### config.mk
export PLATFORM = sky130hd
export DESIGN_NAME = pan_tilt_stepper_jog_core
export DESIGN_NICKNAME = d
export VERILOG_FILES = /design/src/design/ptsj_pkg.sv /design/src/design/ptsj_cfg.sv /design/src/design/ptsj_ctrl.sv /design/src/design/pan_tilt_stepper_jog_core.sv
export SDC_FILE = /design/constraint.sdc
export NUM_CORES = 1
export LEC_CHECK = 0
export BUFFER_PORTS_ARGS = -buffer_cell sky130_fd_sc_hd__buf_4
export CAP_MARGIN = 20
export CORE_ASPECT_RATIO = 1.4
export CORE_UTILIZATION = 40
export CTS_BUF_LIST = sky130_fd_sc_hd__clkbuf_8
export DETAILED_ROUTE_END_ITERATION = 8
export PLACE_DENSITY = 0.69
export SLEW_MARGIN = 20
export SYNTH_ARGS = -nofsm -noshare
export SYNTH_HDL_FRONTEND = slang
export SYNTH_SLANG_ARGS = --single-unit
### constraint.sdc
create_clock -name clk -period 5.11 [get_ports clk]
set_input_delay 0.511 -clock clk [delete_from_list [all_inputs] [get_ports clk]]
set_output_delay 0.511 -clock clk [all_outputs]
set_load 0.01 [all_outputs]
### src/design/ptsj_pkg.sv
// ----------------------------------------------------------------------------
// ptsj_pkg
// Shared types and constants for the pan/tilt stepper jog core.
// ----------------------------------------------------------------------------
package ptsj_pkg;

  localparam int unsigned TickW   = 16;
  localparam int unsigned PosW    = 6;
  localparam int unsigned CoilW   = 8;
  localparam int unsigned BtnW    = 4;
  localparam int unsigned CfgIdxW = 2;

  localparam logic [CfgIdxW-1:0] REG_STEP_TICKS     = 2'd0;
  localparam logic [CfgIdxW-1:0] REG_DEBOUNCE_TICKS = 2'd1;
  localparam logic [CfgIdxW-1:0] REG_TRAVEL_MAX     = 2'd2;

  localparam logic [TickW-1:0] STEP_TICKS_RST     = 16'd20;
  localparam logic [TickW-1:0] DEBOUNCE_TICKS_RST = 16'd20;
  localparam logic [PosW-1:0]  TRAVEL_MAX_RST     = 6'd50;
  localparam logic [PosW-1:0]  HOME_POS           = 6'd25;
  localparam logic [TickW-1:0] TICK_SAT           = 16'hFFFF;

  typedef enum logic [1:0] {
    DIR_RIGHT = 2'd0,
    DIR_LEFT  = 2'd1,
    DIR_UP    = 2'd2,
    DIR_DOWN  = 2'd3
  } dir_t;

  typedef struct packed {
    logic [TickW-1:0] step_ticks;
    logic [TickW-1:0] debounce_ticks;
    logic [PosW-1:0]  travel_max;
  } cfg_t;

  typedef struct packed {
    logic [CoilW-1:0] coils;
    logic [PosW-1:0]  pan_position;
    logic [PosW-1:0]  tilt_position;
    logic             busy;
  } res_t;

  // winding driven for a given direction and phase of the wave sequence
  function automatic logic [CoilW-1:0] coil_for(input dir_t dir, input logic [1:0] ph);
    logic [2:0] idx;
    begin
      case (dir)
        DIR_RIGHT: idx = {1'b0, 2'd3 - ph};
        DIR_LEFT:  idx = {1'b0, ph};
        DIR_UP:    idx = {1'b1, 2'd3 - ph};
        default:   idx = {1'b1, ph};
      endcase
      coil_for = CoilW'(1) << idx;
    end
  endfunction

endpackage

### src/design/ptsj_cfg.sv
// ----------------------------------------------------------------------------
// ptsj_cfg
// Configuration register file: step time, debounce time and travel limit.
// ----------------------------------------------------------------------------
module ptsj_cfg (
  input  logic                           clk,
  input  logic                           rst_n,
  input  logic                           cfg_we,
  input  logic [ptsj_pkg::CfgIdxW-1:0]   cfg_index,
  input  logic [ptsj_pkg::TickW-1:0]     cfg_wdata,
  output ptsj_pkg::cfg_t                 cfg
);
  import ptsj_pkg::*;

  cfg_t cfg_r;

  always_ff @(posedge clk) begin
    if (!rst_n) begin
      cfg_r.step_ticks     <= STEP_TICKS_RST;
      cfg_r.debounce_ticks <= DEBOUNCE_TICKS_RST;
      cfg_r.travel_max     <= TRAVEL_MAX_RST;
    end else if (cfg_we) begin
      unique case (cfg_index)
        REG_STEP_TICKS:     cfg_r.step_ticks     <= cfg_wdata;
        REG_DEBOUNCE_TICKS: cfg_r.debounce_ticks <= cfg_wdata;
        REG_TRAVEL_MAX:     cfg_r.travel_max     <= cfg_wdata[PosW-1:0];
        default: ;
      endcase
    end
  end

  assign cfg = cfg_r;

endmodule

### src/design/ptsj_ctrl.sv
// ----------------------------------------------------------------------------
// ptsj_ctrl
// Jog control state and per-tick next-state logic: debounce, wave-drive
// phase sequencing, soft limits and position update.
// ----------------------------------------------------------------------------
module ptsj_ctrl (
  input  logic                        clk,
  input  logic                        rst_n,
  input  logic                        tick_en,
  input  logic [ptsj_pkg::BtnW-1:0]   btn_n,
  input  ptsj_pkg::cfg_t              cfg,
  output ptsj_pkg::res_t              res
);
  import ptsj_pkg::*;

  typedef enum logic [1:0] {
    ST_IDLE     = 2'd0,
    ST_DEBOUNCE = 2'd1,
    ST_STEP     = 2'd2
  } state_t;

  state_t           state_r, state_nxt;
  dir_t             dir_r, dir_nxt;
  logic [1:0]       phase_r, phase_nxt;
  logic [TickW-1:0] tick_r, tick_nxt, tick_inc;
  logic [PosW-1:0]  pan_r, pan_nxt, tilt_r, tilt_nxt;
  logic [CoilW-1:0] coil_r, coil_nxt;
  logic             can_go;
  logic             found;
  dir_t             hit_dir;

  function automatic logic can_move(input logic [BtnW-1:0] b, input dir_t d,
                                    input logic [PosW-1:0] pan,
                                    input logic [PosW-1:0] tilt,
                                    input logic [PosW-1:0] lim);
    logic ok;
    begin
      case (d)
        DIR_RIGHT: ok = pan < lim;
        DIR_LEFT:  ok = pan != '0;
        DIR_UP:    ok = tilt < lim;
        default:   ok = tilt != '0;
      endcase
      can_move = ok && !b[d];
    end
  endfunction

  assign tick_inc = (tick_r == TICK_SAT) ? tick_r : tick_r + TickW'(1);

  // round-robin search starting at the current direction
  always_comb begin
    dir_t d;
    found   = 1'b0;
    hit_dir = DIR_RIGHT;
    for (int k = 3; k >= 0; k--) begin
      d = dir_t'(dir_r + 2'(k));
      if (!btn_n[d]) begin
        found   = 1'b1;
        hit_dir = d;
      end
    end
  end

  always_comb begin
    state_nxt = state_r;
    dir_nxt   = dir_r;
    phase_nxt = phase_r;
    tick_nxt  = tick_r;
    pan_nxt   = pan_r;
    tilt_nxt  = tilt_r;
    coil_nxt  = coil_r;
    can_go    = 1'b0;
    unique case (state_r)
      ST_DEBOUNCE: begin
        tick_nxt = tick_inc;
        can_go   = can_move(btn_n, dir_r, pan_r, tilt_r, cfg.travel_max);
        if (tick_inc >= cfg.debounce_ticks) begin
          tick_nxt  = '0;
          phase_nxt = '0;
          if (can_go) begin
            state_nxt = ST_STEP;
            coil_nxt  = coil_for(dir_r, 2'd0);
          end else begin
            state_nxt = ST_IDLE;
            coil_nxt  = '0;
            dir_nxt   = dir_t'(dir_r + 2'd1);
          end
        end
      end
      ST_STEP: begin
        tick_nxt = tick_inc;
        if (tick_inc >= cfg.step_ticks) begin
          tick_nxt = '0;
          if (phase_r != 2'd3) begin
            phase_nxt = phase_r + 2'd1;
            coil_nxt  = coil_for(dir_r, phase_r + 2'd1);
          end else begin
            case (dir_r)
              DIR_RIGHT: if (pan_r < cfg.travel_max) pan_nxt = pan_r + PosW'(1);
              DIR_LEFT:  if (pan_r != '0) pan_nxt = pan_r - PosW'(1);
              DIR_UP:    if (tilt_r < cfg.travel_max) tilt_nxt = tilt_r + PosW'(1);
              default:   if (tilt_r != '0) tilt_nxt = tilt_r - PosW'(1);
            endcase
            can_go    = can_move(btn_n, dir_r, pan_nxt, tilt_nxt, cfg.travel_max);
            phase_nxt = '0;
            if (can_go) begin
              coil_nxt = coil_for(dir_r, 2'd0);
            end else begin
              state_nxt = ST_IDLE;
              coil_nxt  = '0;
              dir_nxt   = dir_t'(dir_r + 2'd1);
            end
          end
        end
      end
      default: begin
        state_nxt = ST_IDLE;
        coil_nxt  = '0;
        if (found) begin
          dir_nxt   = hit_dir;
          state_nxt = ST_DEBOUNCE;
          tick_nxt  = '0;
        end else begin
          dir_nxt = DIR_RIGHT;
        end
      end
    endcase
  end

  always_ff @(posedge clk) begin
    if (!rst_n) begin
      state_r <= ST_IDLE;
      dir_r   <= DIR_RIGHT;
      phase_r <= '0;
      tick_r  <= '0;
      pan_r   <= HOME_POS;
      tilt_r  <= HOME_POS;
      coil_r  <= '0;
    end else if (tick_en) begin
      state_r <= state_nxt;
      dir_r   <= dir_nxt;
      phase_r <= phase_nxt;
      tick_r  <= tick_nxt;
      pan_r   <= pan_nxt;
      tilt_r  <= tilt_nxt;
      coil_r  <= coil_nxt;
    end
  end

  always_comb begin
    res.coils         = coil_nxt;
    res.pan_position  = pan_nxt;
    res.tilt_position = tilt_nxt;
    res.busy          = (state_nxt == ST_DEBOUNCE) || (state_nxt == ST_STEP);
  end

endmodule

### src/design/pan_tilt_stepper_jog_core.sv
// ----------------------------------------------------------------------------
// pan_tilt_stepper_jog_core
// Jogs a pan and a tilt stepper from four active-low buttons, one input
// transaction per timer tick.
//
// Each input transaction carries the button levels for one tick. Every
// accepted tick produces exactly one output transaction with the coil drives,
// both positions and a busy flag, as they stand after that tick.
// The input is captured in an input register; once the output register is
// free, the control logic updates its state and loads the result register
// from it, and out_valid is raised with that result.
// Throughput is one tick per cycle: the input register refills in the same
// cycle its tick moves on, and while a result waits the input register still
// takes one more tick. Only when both are full does in_ready drop, until
// out_ready takes the pending result; no transaction is lost or repeated.
// Reset (synchronous, active low) loads step and debounce times of 20 ticks,
// a travel limit of 50, both positions at 25, coils off and idle control.
// Configuration writes take effect at once; the user must make them while idle, unchecked.
// ----------------------------------------------------------------------------
module pan_tilt_stepper_jog_core (
  input  logic                           clk,
  input  logic                           rst_n,
  input  logic                           cfg_we,
  input  logic [ptsj_pkg::CfgIdxW-1:0]   cfg_index,
  input  logic [ptsj_pkg::TickW-1:0]     cfg_wdata,
  input  logic                           in_valid,
  output logic                           in_ready,
  input  logic [ptsj_pkg::BtnW-1:0]      in_buttons_n,
  output logic                           out_valid,
  input  logic                           out_ready,
  output logic [ptsj_pkg::CoilW-1:0]     out_coils,
  output logic [ptsj_pkg::PosW-1:0]      out_pan_position,
  output logic [ptsj_pkg::PosW-1:0]      out_tilt_position,
  output logic                           out_busy_res
);
  import ptsj_pkg::*;

  cfg_t            cfg;
  res_t            res;
  res_t            out_r;
  logic            out_valid_r;
  logic            s1_valid_r;
  logic [BtnW-1:0] s1_btn_r;
  logic            adv;

  assign adv      = s1_valid_r && (!out_valid_r || out_ready);
  assign in_ready = !s1_valid_r || adv;

  ptsj_cfg u_cfg (
    .clk       (clk),
    .rst_n     (rst_n),
    .cfg_we    (cfg_we),
    .cfg_index (cfg_index),
    .cfg_wdata (cfg_wdata),
    .cfg       (cfg)
  );

  ptsj_ctrl u_ctrl (
    .clk     (clk),
    .rst_n   (rst_n),
    .tick_en (adv),
    .btn_n   (s1_btn_r),
    .cfg     (cfg),
    .res     (res)
  );

  always_ff @(posedge clk) begin
    if (!rst_n) begin
      s1_valid_r  <= 1'b0;
      out_valid_r <= 1'b0;
    end else begin
      if (in_ready) begin
        s1_valid_r <= in_valid;
      end
      if (adv) begin
        out_valid_r <= 1'b1;
      end else if (out_ready) begin
        out_valid_r <= 1'b0;
      end
    end
  end

  always_ff @(posedge clk) begin
    if (in_ready && in_valid) begin
      s1_btn_r <= in_buttons_n;
    end
    if (adv) begin
      out_r <= res;
    end
  end

  assign out_valid         = out_valid_r;
  assign out_coils         = out_r.coils;
  assign out_pan_position  = out_r.pan_position;
  assign out_tilt_position = out_r.tilt_position;
  assign out_busy_res      = out_r.busy;

endmodule

Word-level counts from Yosys, hierarchy flattened
Index checks and enable logic that the tools add are counted.
W data, S select, Z words.
{ "totals": {"ff_bits": 107, "output_inout_bits": 23, "input_bits": 27, "wordCells": 165} }
{ "classes": {"n_shift": 3, "order_cmp": 10, "n_mux": 83, "n_eq_ne": 16, "add_sub_neg": 10, "reduce_logical": 26} }
{ "op_table": {"columns": ["cell", "count"], "rows": [
  ["$mux W6", 16],
  ["$mux W16", 4],
  ["$mux W8", 5],
  ["$mux W2", 18],
  ["$ge A16 B16 Y1", 2],
  ["$pmux W16 S2", 1],
  ["$mux W3", 10],
  ["$lt A6 B6 Y1", 4],
  ["$pmux W6 S2", 2],
  ["$reduce_bool A6 Y1", 4],
  ["$shl A1 B3 Y8 const A", 3],
  ["$pmux W3 S3", 2],
  ["$add A16 B1 Y16 const B", 1],
  ["$eq A16 B16 Y1 const B", 1],
  ["$pmux W8 S2", 1],
  ["$mux W1", 15],
  ["$add A6 B1 Y6 const B", 2],
  ["$lt A2 B3 Y1 const B", 4],
  ["$pmux W2 S2", 3],
  ["$sub A6 B1 Y6 const B", 2],
  ["$bmux W1 S2", 4],
  ["$eq A2 B1 Y1 const B", 4],
  ["$eq A2 B2 Y1 const B", 4],
  ["$ne A2 B2 Y1 const B", 4],
  ["16 further kinds", 32]
]} }

Depth between registers and ports, before layout
{ "logic_depth": {"ltp_word": 21, "mapped_depth": 20, "mapped_depth_nobuf": 18} }

Cells and area by module
A second synthesis with hierarchy kept.
{ "hier_totals": {"cells_unflattened": 848, "hier_area_um2": 7363.3} }
{ "by_module_without_submodules": {"columns": ["mod", "cells_each", "n_inst", "area_each_um2"], "rows": [
  ["ptsj_ctrl", 667, 1, 5007.3],
  ["ptsj_cfg", 147, 1, 1501.4],
  ["pan_tilt_stepper_jog_core", 34, 1, 854.6]
]} }

Least setup slack after synthesis
No wires, ideal clock.
{ "synth_timing": {"kind": "flip-flop to flip-flop", "startpoint": "reg u_ctrl.tick_r[0]", "endpoint": "reg u_ctrl.tick_r[0]", "setup_ns": 0.070, "path_stages_with_launch": 21, "path_slack_ns": 0.659, "arrival_ns": 4.381, "t_required_ns": 5.040, "n_path_buf": 3, "synth_period_minus_slack_ns": 4.451, "cell_sequence": "dfxtp_1 > ha_1 > nand2_1 > nor3b_1 > nand2_1 > or2_2 > clkbuf_1 > nand4_1 > xnor2_1 > ha_1 > a21o_1 > a2111oi_0 > o21ai_0 > a221o_1 > a21oi_2 > o21bai_1 > and2_0 > clkbuf_1 > buf_2 > nand3b_1 > a21oi_1"} }
{ "synth_between": {"elab_chain_len": 5, "elab_cells_between_ends": 8} }
{ "synth_rtl": {"columns": ["element", "line_no", "text"], "rows": [
  ["start: declaration", "ptsj_ctrl.sv:25", "logic [TickW-1:0] tick_r, tick_nxt, tick_inc;"],
  ["start signal: assignment", "ptsj_ctrl.sv:143", "tick_r <= tick_nxt;"],
  ["$add A16 B1 Y16 / $eq A16 B16 Y1 (equally long branches)", "ptsj_ctrl.sv:48", "assign tick_inc = (tick_r == TICK_SAT) ? tick_r : tick_r + TickW'(1);"],
  ["$mux W16 (*)", "ptsj_ctrl.sv:48", null],
  ["$ge A16 B16 Y1, on equally long branches", "ptsj_ctrl.sv:92, ptsj_ctrl.sv:77", null],
  ["$mux W16, on equally long branches", "ptsj_ctrl.sv:92, ptsj_ctrl.sv:77", null],
  ["$pmux W16 S2 (*)", "ptsj_ctrl.sv:73", "unique case (state_r)"]
]} }
Mark *: on every way between the ends. The rest lies on a longest branch, timed or not.
A chain may end at the register's enable or synchronous reset.

==> flow_summary_export.csv <==
group,metric,value,unit
finish,layout_commonest_cell,"nand2_1",
logic_synthesis,yosys.area_share.simple,19.5,%
logic_synthesis,syn_avg_cell_area,8.34,um^2
die,die_y,159,um
die,boundaryPins,50,
cts,clk_latency,0.39,ns
pwr,p_per_area,224,nW/um^2
cts,cts_resized,0,
drt,viasPerCell,5.69,
die,die_area,18300,um^2
die,row_count,57,
logic_synthesis,yosys_most_used_dff,"dfxtp_1",
global_route,grt_usage,21.1,%
run,drv_cap,0,
cts,h-tree-depth,3,
critical_path,crit_path_max_fanout,10,
sta,fmax,0.211,GHz
finish,drive_above_1_share,13.6,%
critical_path,crit_arrival,4.88,ns
logic_synthesis,syn_inst,850,
logic_synthesis,synth_compound_area_share,24.0,%
die,start_util,40.9,%
status,status,"complete, no violations",
logic_synthesis,synthMuxAreaShare,3.16,%
global_route,grt_overflow,0,
placement,gp_congestion,0.987,
cts,path_clk_slew,0.11,ns
drt,wl,18.5,mm
finish,area_growth,13.2,%
sta,rsz0062_at_grt,"false",
pwr,p_total,1.80,mW
drt,drtPass1Iterations,7,
logic_synthesis,synth_top_family_by_area,"compound AO/OA/AOI/OAI gates",
logic_synthesis,synth_edf_count,25,
sta,hold_viol_final,0,
global_route,grt_pass1_vias,6189,
drt,drt_iter0_drc,432,
logic_synthesis,synthAdderAreaFrac,12.4,%
logic_synthesis,yosysWarnings,0,
sta,worst_pin_slew,0.954,ns
drt,antenna_left,0,
finish,antennaDiodeCount,0,
cts,cts_root_buffer,"clkbuf_8",
cts,post_cts_buffers,0,
critical_path,critPathKind,"reg -> reg",
logic_synthesis,syn_nets,947,
critical_path,cp-start-kind,"flip-flop",
drt,wl_per_cell,16.3,um
critical_path,crit_required,5.25,ns
die,coreArea,17300,um^2
logic_synthesis,synth_area,7090,um^2
sta,slew_viol_final,0,
finish,final_nets,996,
logic_synthesis,seq_area_frac_synth,33.8,%
critical_path,worstSetupEndpointType,"flip-flop",
global_route,antenna_found_initial,0,
sta,relSlewSlack,36.3,%
sta,skew,0.0146,ns
global_route,grt_max_degree,53,
sta,fin_crit_sh,92.8,%
drt,vias,6489,
cts,clock-sinks,107,
cts,numCtsBuffers,9,
logic_synthesis,ys_ff_latch,107,
placement,port_buffers,49,
sta,setup_viol,0,
pwr,p_leak,3.16,nW
drt,drc,0,
pwr,ir_drop,154,uV
sta,tns,0,ns
global_route,grt_pass1_wl,30.7,mm
logic_synthesis,synthXorXnorAreaFrac,1.73,%
cts,cts_tree,"done",
logic_synthesis,synth.distinct_cells,74,
finish,layout_common_cells,"nand2_1 (119), dfxtp_1 (82), buf_4 (73)",
cts,ctsLongestPathBuffers,2,
logic_synthesis,synth-async-reset-ratio,0,%
placement,dp_hpwl,13.8,mm
die,die_w,114,um
min_path,hold_path_class,"in -> reg",
cts,holdBufCountCts,0,
sta,fin_crit,4.74,ns
[final cells by class]
class	count	area, um^2
clock buffers	9	124
multi-input cells	642	4320
well taps	236	295
clock inverters	7	100
fillers	1739	9310
flip-flops and latches	107	2390
repair buffers	73	548
inverters	66	248
[cells in the mapped netlist, types with 3 or more instances]
master	instances	share of area (%)
and3_1	9	0.79
nor2b_1	6	0.53
nor3_1	18	1.3
a2111oi_2	3	0.64
a21oi_1	64	4.5
nor3b_1	3	0.32
o21a_1	6	0.64
a31oi_1	9	0.79
o31ai_1	3	0.32
inv_1	64	3.4
a31o_2	6	0.74
mux2_2	7	1.1
a21o_1	26	2.8
nand3_1	21	1.5
clkbuf_1	30	1.6
buf_1	3	0.16
a2111oi_0	3	0.37
xnor2_1	12	1.5
or3_1	6	0.53
o21ai_0	33	2.3
o211ai_1	10	1.1
dfxtp_1	82	23
nand2b_1	9	0.79
a221o_1	3	0.42
and2_1	5	0.44
nand3b_1	3	0.32
ha_1	70	12
o22ai_1	11	0.97
o2111ai_1	7	0.87
a211o_1	4	0.49
nand2_1	119	6.3
a22oi_1	24	2.5
nand4_1	16	1.4
nor2_1	63	3.3
edfxtp_1	25	11
a211oi_1	7	0.74
mux2i_1	10	1.4
and4_1	4	0.49
[flip-flops by register name, indices dropped and copies added (netlist names), 4 cells and up]
| register | cells |
|---|---|
| u_ctrl.coil_r | 8 |
| out_pan_position | 6 |
| out_coils | 8 |
| u_ctrl.tick_r | 16 |
| u_cfg.cfg | 38 |
| u_ctrl.pan_r | 6 |
| s1_btn_r | 4 |
| u_ctrl.tilt_r | 6 |
| out_tilt_position | 6 |
[final timing paths]
kind | startpoint | endpoint | slack [ns] | cells after the start
max | u_ctrl.tilt_r[4] | out_busy_res | 0.37 | 15
min reg2reg | u_cfg.cfg[17] | u_cfg.cfg[17] | 0.46 | 2
max reg2reg | u_ctrl.tilt_r[4] | out_busy_res | 0.37 | 15
min | in_buttons_n[2] | s1_btn_r[2] | 0.30 | 1
[routing by layer]
metal | vias up | global-route usage [%] | wire [um]
met5 | - | 0 | 0
met4 | 0 | 11.5 | 838
met3 | 63 | 2.93 | 913
met2 | 222 | 36.3 | 9380
met1 | 3018 | 25.1 | 7410
li1 | 3186 | - | -
[power by group]
| group | switching [mW] | leakage, nW | internal [mW] | total (mW) |
|---|---|---|---|---|
| logic | 0.185 | 2.15 | 0.115 | 0.299 |
| clock network | 0.314 | 0.114 | 0.281 | 0.595 |
| registers | 0.0152 | 0.888 | 0.887 | 0.902 |
| total | 0.514 | 3.16 | 1.28 | 1.80 |
[kinds of logic (layout without fill, tap and decap cells)]
group | Yosys count | in the layout
compound gates | 245 | 245
fa+ha+maj | 70 | 70
flops | 107 | 107
buf+inv | 101 | 155
mux | 19 | 19
xor+xnor | 14 | 14
simple gates | 294 | 294
[worst max-delay path, cell delays in order, from the launching register on]
cell and delay, ns:
dfxtp_1 0.53, ha_1 0.34, a21oi_1 0.20, a21boi_1 0.16, a2111oi_2 0.55, and3_1 0.22, o211a_2 0.24, inv_1 0.06
ha_1 0.29, nand4_1 0.18, a2111oi_2 0.38, a211oi_1 0.07, a221o_2 0.39, o211ai_4 0.29, a2111oi_0 0.16, or4_1 0.42
[per-stage QoR]
step	area [um^2]	utilization [%]	hold WS (ns)	setup WS (ns)	std cells
4_1_cts	8030	46.3	0.290	0.410	1140
2_1_floorplan	7090	-	0.429	0.659	850
3_5_place_dp	7800	45.0	0.443	0.429	1124
6_report	8030	46.3	0.305	0.367	1140
3_3_place_gp	7790	45.0	0.440	0.543	1124
5_1_grt	8030	46.3	0.282	0.105	1140
(Power assumes the default switching activity.)
